$ cat src/design/i2cmts_pkg.sv
// ----------------------------------------------------------------------------
// I2C master transaction sequencer package
// Shared item types, command codes and result-queue sizing.
// ----------------------------------------------------------------------------
package i2cmts_pkg;

    localparam int QDEPTH = 8;
    localparam int QAW    = $clog2(QDEPTH);

    localparam logic [1:0] KIND_REQUEST = 2'd0;
    localparam logic [1:0] KIND_STATUS  = 2'd1;
    localparam logic [1:0] KIND_WDATA   = 2'd2;

    localparam logic [2:0] CMD_NONE    = 3'd0;
    localparam logic [2:0] CMD_START   = 3'd1;
    localparam logic [2:0] CMD_SEND    = 3'd2;
    localparam logic [2:0] CMD_RX_ACK  = 3'd3;
    localparam logic [2:0] CMD_RX_NACK = 3'd4;
    localparam logic [2:0] CMD_STOP    = 3'd5;
    localparam logic [2:0] CMD_RESET   = 3'd6;

    localparam logic [2:0] OP_WRITE  = 3'd0;
    localparam logic [2:0] OP_READ   = 3'd1;
    localparam logic [2:0] OP_PREAD  = 3'd2;
    localparam logic [2:0] OP_PWRITE = 3'd3;
    localparam logic [2:0] OP_PBOTH  = 3'd4;

    localparam logic [7:0] ST_START  = 8'h08;
    localparam logic [7:0] ST_RSTART = 8'h10;
    localparam logic [7:0] ST_WADDR  = 8'h18;
    localparam logic [7:0] ST_TXDATA = 8'h28;
    localparam logic [7:0] ST_RADDR  = 8'h40;
    localparam logic [7:0] ST_RXACK  = 8'h50;
    localparam logic [7:0] ST_RXNACK = 8'h58;
    localparam logic [7:0] ST_MASK   = 8'hF8;

    typedef struct packed {
        logic [1:0]  kind;
        logic [2:0]  op;
        logic [15:0] device_address;
        logic [7:0]  register_address;
        logic [15:0] byte_count;
        logic [7:0]  status_code;
        logic [7:0]  received_byte;
        logic [7:0]  write_byte;
    } in_item_t;

    typedef struct packed {
        logic [2:0]  command;
        logic [7:0]  command_byte;
        logic        need_data;
        logic        read_valid;
        logic [7:0]  read_data;
        logic        finished;
        logic        success;
        logic [15:0] processed;
        logic        last;
    } out_item_t;

    // Up to four results from one input item.
    typedef struct packed {
        logic [2:0]      count;
        out_item_t [3:0] res;
    } burst_t;

    function automatic out_item_t mk(input logic [2:0] c, input logic [7:0] b);
        out_item_t o;
        o = '0;
        o.command = c;
        o.command_byte = b;
        return o;
    endfunction

endpackage

$ cat src/design/i2cmts_engine.sv
// ----------------------------------------------------------------------------
// I2C sequencer engine
// Transaction state machine: one input item per fire cycle into a result burst.
// ----------------------------------------------------------------------------
module i2cmts_engine
    import i2cmts_pkg::*;
(
    input  logic     clk,
    input  logic     rst_n,
    input  logic     fire,
    input  in_item_t item,
    output burst_t   burst
);

    typedef enum logic [3:0] {
        PH_IDLE, PH_START, PH_WADDR_HI, PH_WADDR_LO, PH_REG, PH_NEED,
        PH_WDATA, PH_RESTART, PH_RDATA, PH_RADDR_HI, PH_RADDR_LO
    } phase_t;

    phase_t      phase_reg, phase_next;
    logic [2:0]  oper_reg, oper_next;
    logic [15:0] addr_reg, addr_next;
    logic [7:0]  dreg_reg, dreg_next;
    logic [15:0] rem_reg, rem_next;
    logic [15:0] done_reg, done_next;
    logic        sec_reg, sec_next;

    always_comb
    begin
        logic [7:0]  code;
        logic [15:0] a;
        logic        rd;
        logic [15:0] rem_dec;
        logic [15:0] done_inc;
        logic        ok;
        logic        fin;
        phase_next = phase_reg;
        oper_next  = oper_reg;
        addr_next  = addr_reg;
        dreg_next  = dreg_reg;
        rem_next   = rem_reg;
        done_next  = done_reg;
        sec_next   = sec_reg;
        burst      = '0;
        code       = item.status_code & ST_MASK;
        rem_dec    = rem_reg - 16'd1;
        done_inc   = done_reg + 16'd1;
        ok         = 1'b0;
        fin        = 1'b0;
        rd         = 1'b0;
        a          = '0;
        unique case (item.kind)
            KIND_REQUEST:
            begin
                if (phase_reg == PH_IDLE && item.op <= OP_PBOTH)
                begin
                    oper_next = item.op;
                    addr_next = {item.device_address[14:0], 1'b0};
                    dreg_next = item.register_address;
                    rem_next  = item.byte_count;
                    done_next = '0;
                    sec_next  = 1'b0;
                    burst.count = 3'd1;
                    if (item.op == OP_READ && item.byte_count == '0)
                    begin
                        burst.res[0] = mk(CMD_NONE, 8'h00);
                        burst.res[0].finished = 1'b1;
                        burst.res[0].success  = 1'b1;
                    end
                    else
                    begin
                        burst.res[0] = mk(CMD_START, 8'h00);
                        phase_next = PH_START;
                    end
                end
            end
            KIND_STATUS:
            begin
                unique case (phase_reg)
                    PH_START:
                    begin
                        if (code != ST_START)
                            fin = 1'b1;
                        else
                        begin
                            rd = oper_reg == OP_PREAD || (oper_reg == OP_PBOTH && !sec_reg);
                            a = {addr_reg[15:1], rd};
                            burst.count = 3'd1;
                            if (a[15:12] == 4'hF)
                            begin
                                burst.res[0] = mk(CMD_SEND, a[15:8]);
                                phase_next = rd ? PH_RADDR_HI : PH_WADDR_HI;
                            end
                            else
                            begin
                                burst.res[0] = mk(CMD_SEND, a[7:0]);
                                phase_next = rd ? PH_RADDR_LO : PH_WADDR_LO;
                            end
                        end
                    end
                    PH_WADDR_HI, PH_RADDR_HI:
                    begin
                        rd = phase_reg == PH_RADDR_HI;
                        if (code != (rd ? ST_RADDR : ST_WADDR))
                            fin = 1'b1;
                        else
                        begin
                            burst.count = 3'd1;
                            burst.res[0] = mk(CMD_SEND, {addr_reg[7:1], rd});
                            phase_next = rd ? PH_RADDR_LO : PH_WADDR_LO;
                        end
                    end
                    PH_WADDR_LO:
                    begin
                        if (code != ST_WADDR)
                            fin = 1'b1;
                        else if (oper_reg <= OP_READ)
                        begin
                            burst.count = 3'd1;
                            burst.res[0] = mk(CMD_SEND, dreg_reg);
                            phase_next = PH_REG;
                        end
                        else
                        begin
                            fin = 1'b1;
                            ok  = 1'b1;
                        end
                    end
                    PH_RADDR_LO:
                    begin
                        if (code != ST_RADDR)
                            fin = 1'b1;
                        else if (oper_reg == OP_READ)
                        begin
                            burst.count = 3'd1;
                            burst.res[0] = mk(rem_reg > 16'd1 ? CMD_RX_ACK : CMD_RX_NACK, 8'h00);
                            phase_next = PH_RDATA;
                        end
                        else if (oper_reg == OP_PBOTH && !sec_reg)
                        begin
                            burst.count = 3'd3;
                            burst.res[0] = mk(CMD_STOP, 8'h00);
                            burst.res[1] = mk(CMD_RESET, 8'h00);
                            burst.res[2] = mk(CMD_START, 8'h00);
                            sec_next = 1'b1;
                            phase_next = PH_START;
                        end
                        else
                        begin
                            fin = 1'b1;
                            ok  = 1'b1;
                        end
                    end
                    PH_REG:
                    begin
                        if (code != ST_TXDATA)
                            fin = 1'b1;
                        else if (oper_reg == OP_READ)
                        begin
                            burst.count = 3'd1;
                            burst.res[0] = mk(CMD_START, 8'h00);
                            phase_next = PH_RESTART;
                        end
                        else if (rem_reg == '0)
                        begin
                            fin = 1'b1;
                            ok  = 1'b1;
                        end
                        else
                        begin
                            burst.count = 3'd1;
                            burst.res[0] = mk(CMD_NONE, 8'h00);
                            burst.res[0].need_data = 1'b1;
                            phase_next = PH_NEED;
                        end
                    end
                    PH_WDATA:
                    begin
                        if (code != ST_TXDATA)
                            fin = 1'b1;
                        else
                        begin
                            done_next = done_inc;
                            rem_next  = rem_dec;
                            if (rem_dec == '0)
                            begin
                                fin = 1'b1;
                                ok  = 1'b1;
                            end
                            else
                            begin
                                burst.count = 3'd1;
                                burst.res[0] = mk(CMD_NONE, 8'h00);
                                burst.res[0].need_data = 1'b1;
                                phase_next = PH_NEED;
                            end
                        end
                    end
                    PH_RESTART:
                    begin
                        if (code != ST_RSTART)
                            fin = 1'b1;
                        else
                        begin
                            a = {addr_reg[15:1], 1'b1};
                            burst.count = 3'd1;
                            if (a[15:12] == 4'hF)
                            begin
                                burst.res[0] = mk(CMD_SEND, a[15:8]);
                                phase_next = PH_RADDR_HI;
                            end
                            else
                            begin
                                burst.res[0] = mk(CMD_SEND, a[7:0]);
                                phase_next = PH_RADDR_LO;
                            end
                        end
                    end
                    PH_RDATA:
                    begin
                        if (code != (rem_reg > 16'd1 ? ST_RXACK : ST_RXNACK))
                            fin = 1'b1;
                        else
                        begin
                            burst.count = 3'd2;
                            burst.res[0] = mk(CMD_NONE, 8'h00);
                            burst.res[0].read_valid = 1'b1;
                            burst.res[0].read_data  = item.received_byte;
                            done_next = done_inc;
                            rem_next  = rem_dec;
                            if (rem_dec == '0)
                            begin
                                // Data result, then stop and reset.
                                burst.count = 3'd3;
                                burst.res[1] = mk(CMD_STOP, 8'h00);
                                burst.res[2] = mk(CMD_RESET, 8'h00);
                                burst.res[2].finished  = 1'b1;
                                burst.res[2].success   = 1'b1;
                                burst.res[2].processed = done_inc;
                                phase_next = PH_IDLE;
                                sec_next   = 1'b0;
                            end
                            else
                                burst.res[1] = mk(rem_dec > 16'd1 ? CMD_RX_ACK : CMD_RX_NACK,
                                                  8'h00);
                        end
                    end
                    default:
                    begin
                    end
                endcase
                if (fin)
                begin
                    burst.count = 3'd2;
                    burst.res[0] = mk(CMD_STOP, 8'h00);
                    burst.res[1] = mk(CMD_RESET, 8'h00);
                    burst.res[1].finished  = 1'b1;
                    burst.res[1].success   = ok;
                    burst.res[1].processed = done_next;
                    phase_next = PH_IDLE;
                    sec_next   = 1'b0;
                end
            end
            KIND_WDATA:
            begin
                if (phase_reg == PH_NEED)
                begin
                    burst.count = 3'd1;
                    burst.res[0] = mk(CMD_SEND, item.write_byte);
                    phase_next = PH_WDATA;
                end
            end
            default:
            begin
            end
        endcase
        if (!fire)
            burst.count = 3'd0;
    end

    always_ff @(posedge clk or negedge rst_n)
    begin
        if (!rst_n)
        begin
            phase_reg <= PH_IDLE;
            oper_reg  <= '0;
            addr_reg  <= '0;
            dreg_reg  <= '0;
            rem_reg   <= '0;
            done_reg  <= '0;
            sec_reg   <= 1'b0;
        end
        else if (fire)
        begin
            phase_reg <= phase_next;
            oper_reg  <= oper_next;
            addr_reg  <= addr_next;
            dreg_reg  <= dreg_next;
            rem_reg   <= rem_next;
            done_reg  <= done_next;
            sec_reg   <= sec_next;
        end
    end

endmodule

$ cat src/design/i2cmts_queue.sv
// ----------------------------------------------------------------------------
// I2C sequencer result queue
// Takes a burst of up to four results per cycle, gives one per pop.
// ----------------------------------------------------------------------------
module i2cmts_queue
    import i2cmts_pkg::*;
(
    input  logic      clk,
    input  logic      rst_n,
    input  burst_t    burst,
    input  logic      pop,
    output logic      full,
    output logic      empty,
    output out_item_t head
);

    out_item_t      mem [QDEPTH];
    out_item_t      wr_item [4];
    logic [QAW-1:0] wp_reg, rp_reg;
    logic [QAW:0]   cnt_reg;
    logic           do_pop;

    assign empty  = cnt_reg == '0;
    // Room for a whole burst must exist before an item is taken.
    assign full   = cnt_reg > (QAW+1)'(QDEPTH - 4);
    assign do_pop = pop && !empty;
    assign head   = mem[rp_reg];

    // The final result of a burst carries the last mark.
    always_comb
    begin
        for (int i = 0; i < 4; i++)
        begin
            wr_item[i]      = burst.res[i];
            wr_item[i].last = (3'(i + 1) == burst.count);
        end
    end

    always_ff @(posedge clk)
    begin
        for (int i = 0; i < 4; i++)
        begin
            if (3'(i) < burst.count)
                mem[wp_reg + QAW'(i)] <= wr_item[i];
        end
    end

    always_ff @(posedge clk or negedge rst_n)
    begin
        if (!rst_n)
        begin
            wp_reg  <= '0;
            rp_reg  <= '0;
            cnt_reg <= '0;
        end
        else
        begin
            wp_reg  <= wp_reg + QAW'(burst.count);
            rp_reg  <= rp_reg + QAW'(do_pop);
            cnt_reg <= cnt_reg + (QAW+1)'(burst.count) - (QAW+1)'(do_pop);
        end
    end

endmodule

$ cat src/design/i2c_master_transaction_sequencer.sv
// ----------------------------------------------------------------------------
// I2C master transaction sequencer
// Turns requests, bus engine status items and write data into engine commands.
// ----------------------------------------------------------------------------
// Each accepted item is decoded by the front state machine in the cycle it is
// accepted, producing up to three result items that are written at once into an
// eight-entry result queue. An item can be accepted every cycle; full rises
// only while fewer than four queue entries are free, so the rate is one item
// per cycle while full is low; multi-result bursts can fill the queue even
// while results are popped. Results enter the queue in order and leave at one
// per pop.
module i2c_master_transaction_sequencer
    import i2cmts_pkg::*;
(
    input  logic      clk,
    input  logic      rst_n,
    input  logic      push,
    output logic      full,
    input  in_item_t  in_item,
    output logic      empty,
    input  logic      pop,
    output out_item_t out_item
);

    burst_t burst;
    logic   fire;

    assign fire = push && !full;

    i2cmts_engine u_engine
    (
        .clk   (clk),
        .rst_n (rst_n),
        .fire  (fire),
        .item  (in_item),
        .burst (burst)
    );

    i2cmts_queue u_queue
    (
        .clk   (clk),
        .rst_n (rst_n),
        .burst (burst),
        .pop   (pop),
        .full  (full),
        .empty (empty),
        .head  (out_item)
    );

endmodule

$ cat config.mk
export PLATFORM = sky130hd
export DESIGN_NAME = i2c_master_transaction_sequencer
export DESIGN_NICKNAME = d
export VERILOG_FILES = /design/src/design/i2cmts_pkg.sv /design/src/design/i2cmts_engine.sv /design/src/design/i2cmts_queue.sv /design/src/design/i2c_master_transaction_sequencer.sv
export SDC_FILE = /design/constraint.sdc
export NUM_CORES = 1
export LEC_CHECK = 0
export ABC_AREA = 1
export BUFFER_PORTS_ARGS = -buffer_cell sky130_fd_sc_hd__buf_2
export CAP_MARGIN = 20
export CORE_MARGIN = 2
export CORE_UTILIZATION = 48
export CTS_BUF_LIST = sky130_fd_sc_hd__clkbuf_8 sky130_fd_sc_hd__clkbuf_16
export CTS_CLUSTER_DIAMETER = 30
export CTS_CLUSTER_SIZE = 24
export DETAILED_ROUTE_END_ITERATION = 7
export GPL_ROUTABILITY_DRIVEN = 0
export PLACE_DENSITY_LB_ADDON = 0.25
export SYNTH_ARGS = -nofsm -noshare
export SYNTH_HDL_FRONTEND = slang
export SYNTH_SLANG_ARGS = --single-unit
$ cat constraint.sdc
create_clock -name clk -period 6.1 [get_ports clk]
set_input_delay 1.22 -clock clk [delete_from_list [all_inputs] [get_ports clk]]
set_output_delay 1.22 -clock clk [all_outputs]
set_load 0.005 [all_outputs]
==> results of run 1 <==
## path summary, 6_finish.rpt
check	end	slack, ns	cells past startpoint
hold reg to reg	u_queue.mem[1][27]	0.47	2
setup / recovery	u_queue.mem[0][4]	1.54	20
hold / removal	u_queue.mem[1][27]	0.47	2
max in group asynchronous	u_queue.rp_reg[0]	4.57	1
setup reg to reg	u_queue.mem[0][4]	1.54	20
min in group asynchronous	u_engine.addr_reg[11]	0.74	1
## logic make-up (layout without fill, tap and decap cells)
family          count (synthesis)  in the layout  share of synthesized area [%]
flops                         393            393                           44.3
fa+ha+maj                      23             23                           1.34
simple gates                 1492           1492                           28.1
compound gates                693            693                           17.1
buf+inv                       397            522                           7.55
mux                            20             20                          0.999
xor+xnor                       14             14                          0.544
## power groups by stage
stage                     Combinational (mW)  Clock [mW]  Sequential (mW)
after floorplan                         2.86           0             3.47
after global placement                  4.00           0             3.60
after detailed placement                4.07           0             3.62
after CTS                               4.10        4.83             3.58
after global routing                    4.59        4.99             3.64
final                                   4.15        4.81             3.59
## placed cells by master, fill, tap and decap left out, types with 5 or more instances in the layout
| master | n |
|---|---|
| nor2_2 | 17 |
| inv_2 | 30 |
| o31ai_1 | 7 |
| clkinvlp_4 | 13 |
| nor2_4 | 7 |
| nor4_1 | 6 |
| clkbuf_8 | 5 |
| buf_4 | 38 |
| a21oi_1 | 236 |
| o21ai_0 | 250 |
| nand3_1 | 234 |
| inv_1 | 179 |
| nor2_1 | 582 |
| o22ai_1 | 74 |
| ha_1 | 20 |
| nand4_1 | 16 |
| clkbuf_16 | 90 |
| dfxtp_1 | 144 |
| clkinv_4 | 7 |
| clkinv_2 | 15 |
| clkinv_1 | 11 |
| mux2_2 | 20 |
| xor2_1 | 11 |
| edfxtp_1 | 176 |
| buf_2 | 109 |
| nand2_2 | 8 |
| nor3_2 | 8 |
| nand2_1 | 568 |
| o211ai_1 | 66 |
| nor3_1 | 18 |
| dfrtp_1 | 71 |
| bufinv_16 | 13 |
| a31oi_1 | 42 |
## cell usage after synthesis, types with 3 or more instances
cell type / count
a21oi_1: 236
a221oi_1: 3
a31oi_1: 42
buf_1: 13
buf_2: 21
buf_4: 19
buf_6: 14
clkbuf_1: 123
clkinv_1: 4
dfrtp_1: 73
dfxtp_1: 144
edfxtp_1: 176
ha_1: 21
inv_1: 171
inv_2: 30
mux2_2: 20
nand2_1: 568
nand2_2: 8
nand2_4: 3
nand2_8: 3
nand3_1: 234
nand3_2: 4
nand3b_1: 3
nand4_1: 16
nand4_4: 4
nor2_1: 582
nor2_2: 17
nor2_4: 7
nor3_1: 26
nor4_1: 6
o2111ai_1: 4
o211ai_1: 66
o21ai_0: 250
o21ai_1: 3
o22ai_1: 74
o31ai_1: 7
or2_2: 4
xnor2_1: 3
xor2_1: 11
## per-stage QoR
stage	setup WS, ns	power, mW	cell area (µm²)	std cells	util [%]
detailed placement	1.07	7.70	23300	3599	50.2
global placement	1.16	7.59	23300	3599	50.2
floorplan	2.22	6.32	22500	3032	-
global route	1.27	13.2	26400	3764	56.9
finish	1.54	12.5	26400	3764	56.9
CTS	1.49	12.5	26400	3762	56.8
## critical path, cell delays in order, from the launching register on
cell and delay (ns):
dfrtp_1 0.42, inv_1 0.18, ha_1 0.32, o21ai_0 0.11, nor2_1 0.24, nand2_1 0.09, nand2_1 0.08, nand3_2 0.18
nand2_1 0.15, inv_2 0.08, nor2_4 0.17, nand3_4 0.14, nand2_8 0.17, inv_8 0.09, nand2_4 0.09, inv_2 0.07
nand2_4 0.20, nand2_1 0.10, inv_2 0.42, nand2_1 0.62, buf_12 0.37
## layout make-up
type | instances | area, µm² | area share (%)
timing repair buffer | 152 | 946 | 3.58
clock inverter | 68 | 726 | 2.75
tap | 607 | 759 | 2.87
clock buffer | 95 | 2320 | 8.78
multi-input combinational | 2242 | 10900 | 41.2
sequential | 393 | 10000 | 37.8
inverter | 207 | 791 | 2.99
## per-layer routing
layer  GRT usage [%]  share of wire [%]
met3            7.23                 12
met4            11.9                3.4
met5               0                  0
met1            39.8                 39
met2            48.6                 46
==> parameters.txt, run 1 <==
Parameter                              Value

Run status
  Status ... finished clean

Setup path
  Launch point of the worst reg-to-reg path ... u_engine.rem_reg[0]
  Maximum fanout count along the critical path ... 19
  Arr. time, crit path ... 4.91 ns
  Setup CP Type ... reg -> reg
  Type of origin of the critical path ... flop
  Beginning of the critical path ... u_engine.rem_reg[0]
  Capturing element type of the critical path ... flop
  Req. time, crit path ... about 6.5 ns

Power
  Pwr dens ... between 400 and 500 nW/µm²
  Lkg Pwr ... 11.6 nW
  Total internal power ... a little under 8 mW
  VDD IR max ... between 0.0004 and 0.0005 V
  Clock group share of total power ... between 30% and 40%
  Fraction of power consumed by combinational cells ... 33.1%
  Share of power burned in registers ... 28.6%
  Net Sw Power ... 4.77 mW
  Sw frac ... a little under two fifths

Layout
  Filler instances ... 4237
  Number of nets in the finished design ... 3180
  Count of antenna diodes in the layout ... 0
  Fraction of final layout cells with drive strength greater than 1 ... a little over an eighth
  Number of flip-flops under the largest register name ... 320
  Synth-to-layout area growth ... 17.2%

Logic synthesis
  Count of state elements after synthesis ... 393
  Area share of the leading cell type in the synthesized netlist ... a little under a quarter
  Sequential area share after synthesis ... 44.3%
  Top flip-flop cell by instance count after synthesis ... edfxtp_1
  Top cell type by total area after synthesis ... edfxtp_1
  Synthesized area divided by synthesized cell count ... around 7.4 µm²
  Top post-synthesis cells by area ... edfxtp_1, dfxtp_1, nor2_1
  Distinct cell type count of the synthesized netlist ... 54
  Async SR Flop Fraction ... 18.6%
  Post-synthesis instance total ... 3032
  Netlist Area Pre-Place ... ~23000 µm²
  Post-synth EDFFs ... around 180
  Yosys Warn Count ... 0
  Post-Syn Nets ... roughly 3100

Placed design
  Number of buffer cells added on primary ports ... 110
  Final HPWL DP ... 44.7 mm

Die
  Count of pins on the block boundary ... between 100 and 150
  Starting density of the core ... approximately half
  Number of cell rows ... 79
  X dimension of the die ... roughly 220 µm
  Area of the core region ... 46500 µm²
  Die outline height ... roughly 220 µm
  Overall die area ... 48700 µm²

Timing
  Remaining max-slew budget at the tightest pin ... a little under a quarter
  Number of failing hold endpoints at the final stage ... 0
  RSZ-0062 raised after global routing ... no
  Setup TNS ... 0 ns
  Endpoints failing setup ... 0
  Measured slew at the worst slew-check pin ... between 1 and 1.5 ns
  Worst-case hold slack ... approximately 0.47 ns
  Setup skew after layout ... about 0.036 ns
  Crit share post-route ... approximately 75%
  Min Tclk post-route ... around 4.6 ns
  Max Freq ... between 200 and 250 MHz
  Final Max Tran Viols ... 0

GRT
  Total global routing track utilization ... 30.4%
  Number of antenna violations at the first check in global routing ... 0
  Wire length of the first global-routing pass ... about 110 mm
  Via count of the first global-routing pass ... ~21000
  Overall overflow remaining after global route ... 0
  Largest net degree at the start of global routing ... around 130

Min path
  Startpoint of the most critical hold path ... u_queue.mem[1][27]
  Worst min-delay path class ... reg -> reg

CTS
  Clock-pin slew of the registers on the worst-case setup and hold paths ... approximately 0.04 ns
  # Post-CTS Setup Buffers ... 0
  Number of buffers inserted by hold repair at cts ... 0
  Clk_lat worst skew ... roughly 0.62 ns
  TritonCTS clock tree ... done
  Number of sinks driven by the clock tree ... 393
  Maximum number of buffers from clock root to sink ... 3
  Root buffer cell ... clkbuf_16
  Post-CTS resize count ... 0
  TritonCTS buffer count ... 88
  Maximum level of the CTS H-tree ... 3

Route
  Total Wirelength ... between 70 and 80 mm
  Vias/cell ... between 5 and 6
  Vias post-DR ... approximately 22000
  Number of antenna-violating nets in the routed design ... 0
  WL/cell ... between 15 and 20 µm
  Residual DRC ... 0
  Iteration-0 DRC count of the detailed router ... roughly 2800
  First-pass detailed-route iteration total ... 6

Flow run
  Max-cap violation count ... 0
(Power assumes the default switching activity.)
==> inputs of run 2 (changes only) <==
==> constraint.sdc (replaced) <==
create_clock -name clk -period 3.65 [get_ports clk]
set_input_delay 0.73 -clock clk [delete_from_list [all_inputs] [get_ports clk]]
set_output_delay 0.73 -clock clk [all_outputs]
set_load 0.005 [all_outputs]
==> parameters.txt, run 2 (synthesis results as in run 1) <==
Parameter                              Value

Route
  Routed met3 length ... around 8.0 mm
  Top routing layer in use ... met4
  Total Wirelength ... 75.8 mm
  Vias/cell ... approximately 5.9
  First-pass detailed-route iteration total ... 5
  Iteration-0 DRC count of the detailed router ... ~2900
  Length of routed met2 wiring ... ~34 mm
  Vias post-DR ... 22578
  Number of antenna-violating nets in the routed design ... 0
  Residual DRC ... 0
  WL/cell ... 19.8 µm
  Met1 routed wirelength after detailed routing ... about 31 mm

Power
  VDD IR max ... roughly 0.00053 V
  Sum of internal, switching and leakage power ... 20.9 mW
  Lkg Pwr ... approximately 12 nW
  Pwr dens ... between 700 and 800 nW/µm²

GRT
  Largest net degree at the start of global routing ... 161
  Total global routing track utilization ... 30.6%
  Overall overflow remaining after global route ... 0
  Number of antenna violations at the first check in global routing ... 0
  Wire length of the first global-routing pass ... between 100 and 150 mm
  Via count of the first global-routing pass ... about 21000

Die
  Count of pins on the block boundary ... roughly 120
  Die outline height ... 221 µm
  Area of the core region ... 46500 µm²
  Starting density of the core ... 48.5%
  X dimension of the die ... 221 µm
  Number of cell rows ... between 70 and 80
  Overall die area ... 48700 µm²

Timing
  Crit share post-route ... 95.2%
  Endpoints failing setup ... 0
  Max Freq ... between 200 and 300 MHz
  Setup skew after layout ... approximately 0.036 ns
  Remaining max-slew budget at the tightest pin ... 41.6%
  Slack of the critical path ... between 0.15 and 0.2 ns
  Number of failing hold endpoints at the final stage ... 0
  Min Tclk post-route ... about 3.5 ns
  Measured slew at the worst slew-check pin ... ~0.88 ns
  Final Max Tran Viols ... 0

Layout
  Synth-to-layout area growth ... 20.0%
  Fraction of final layout cells with drive strength greater than 1 ... between 10% and 20%
  Number of flip-flops under the largest register name ... 320
  Filler instances ... slightly above 4000
  Utilization of the core after routing ... 58.3%
  Most common library cell in the layout ignoring fill and taps ... nor2_1
  Top library cells by usage in the layout, fill and taps aside ... nor2_1, nand2_1, o21ai_0
  Non-Filler Instances ... around 3800
  Number of nets in the finished design ... ~3300

Placed design
  Number of placed instances with taps included ... 3673
  Pre-CTS setup slack ... 0.0450 ns
  Number of buffer cells added on primary ports ... 110
  Final HPWL DP ... roughly 48 mm

CTS
  TritonCTS clock tree ... done
  Clock-pin slew of the registers on the worst-case setup and hold paths ... roughly 0.04 ns
  Clk_lat worst skew ... ~0.63 ns
  TritonCTS buffer count ... a little under 90
  Maximum number of buffers from clock root to sink ... 3
  Number of sinks driven by the clock tree ... 393
  Root buffer cell ... clkbuf_16
  Maximum level of the CTS H-tree ... 3

Setup path
  Worst reg2reg path depth ... 18
  Maximum fanout count along the critical path ... 38
  Arr. time, crit path ... 2.75 ns
  Type of origin of the critical path ... flop
  Setup CP Type ... reg -> out
  Capturing element type of the critical path ... output port
  Req. time, crit path ... ~2.9 ns

Min path
  Worst min-delay path class ... in -> async

Run status
  Status ... finished clean

Flow run
  Max-cap violation count ... 0
[run 2: stage by stage]
step	area [µm²]	hold slack (ns)	setup TNS [ns]
floorplan	22500	0.434	0
global placement	24100	0.453	0
detailed placement	24100	0.461	0
CTS	27000	0.246	0
global route	27100	0.297	-0.00230
finish	27100	0.229	0
[run 2: final timing paths]
check / slack (ns) / endpoint / start
worst max-delay path: 0.17 / out_item[9] / u_queue.rp_reg[0]
worst max register to register: 0.19 / u_queue.cnt_reg[2] / u_engine.rem_reg[0]
min in group clk: 0.35 / u_engine.addr_reg[11] / in_item[58]
worst min-delay path: 0.23 / u_engine.addr_reg[9] / rst_n
worst min register to register: 0.47 / u_queue.mem[1][30] / u_queue.mem[1][30]
max in group asynchronous: 2.75 / u_engine.dreg_reg[4] / rst_n
[run 2: what timing repair did]
item                                    CTS  global route
hold buffers                              0             0
endpoints found under the setup margin    0           164
setup buffers                             0             2
gates resized for setup                   0            12
[run 2: per-layer routing]
layer	vias to the layer above	global-route usage (%)
li1	10557	-
met4	0	14.6
met3	212	6.34
met2	1253	47.6
met1	10556	41.0
met5	-	0
[run 2: power by group]
part | switching, mW | leakage [nW] | internal [mW] | total [mW]
Sequential | 0.628 | 3.67 | 5.39 | 6.02
Combinational | 4.90 | 6.82 | 2.42 | 7.32
Clock | 2.52 | 1.44 | 5.06 | 7.58
Total | 8.05 | 11.9 | 12.9 | 20.9
[run 2: area by class of cell]
| type | count | area [µm²] | share of cell area (%) |
|---|---|---|---|
| Antenna cell | 1 | 2.50 | 0.00925 |
| Clock buffer | 89 | 2200 | 8.14 |
| Clock inverter | 69 | 657 | 2.43 |
| Tap cell | 607 | 759 | 2.81 |
| Multi-Input combinational cell | 2242 | 10900 | 40.3 |
| Inverter | 207 | 800 | 2.95 |
| Sequential cell | 393 | 10000 | 36.9 |
| Timing Repair Buffer | 227 | 1730 | 6.39 |
[run 2: worst max-delay path, cell delays in order, from the launching register on]
cell and delay (ns):
dfrtp_4 0.64, inv_6 0.34, buf_12 0.21, o21ai_0 0.08, o22ai_1 0.16, nor2_1 0.06
a31oi_1 0.41, buf_2 0.21
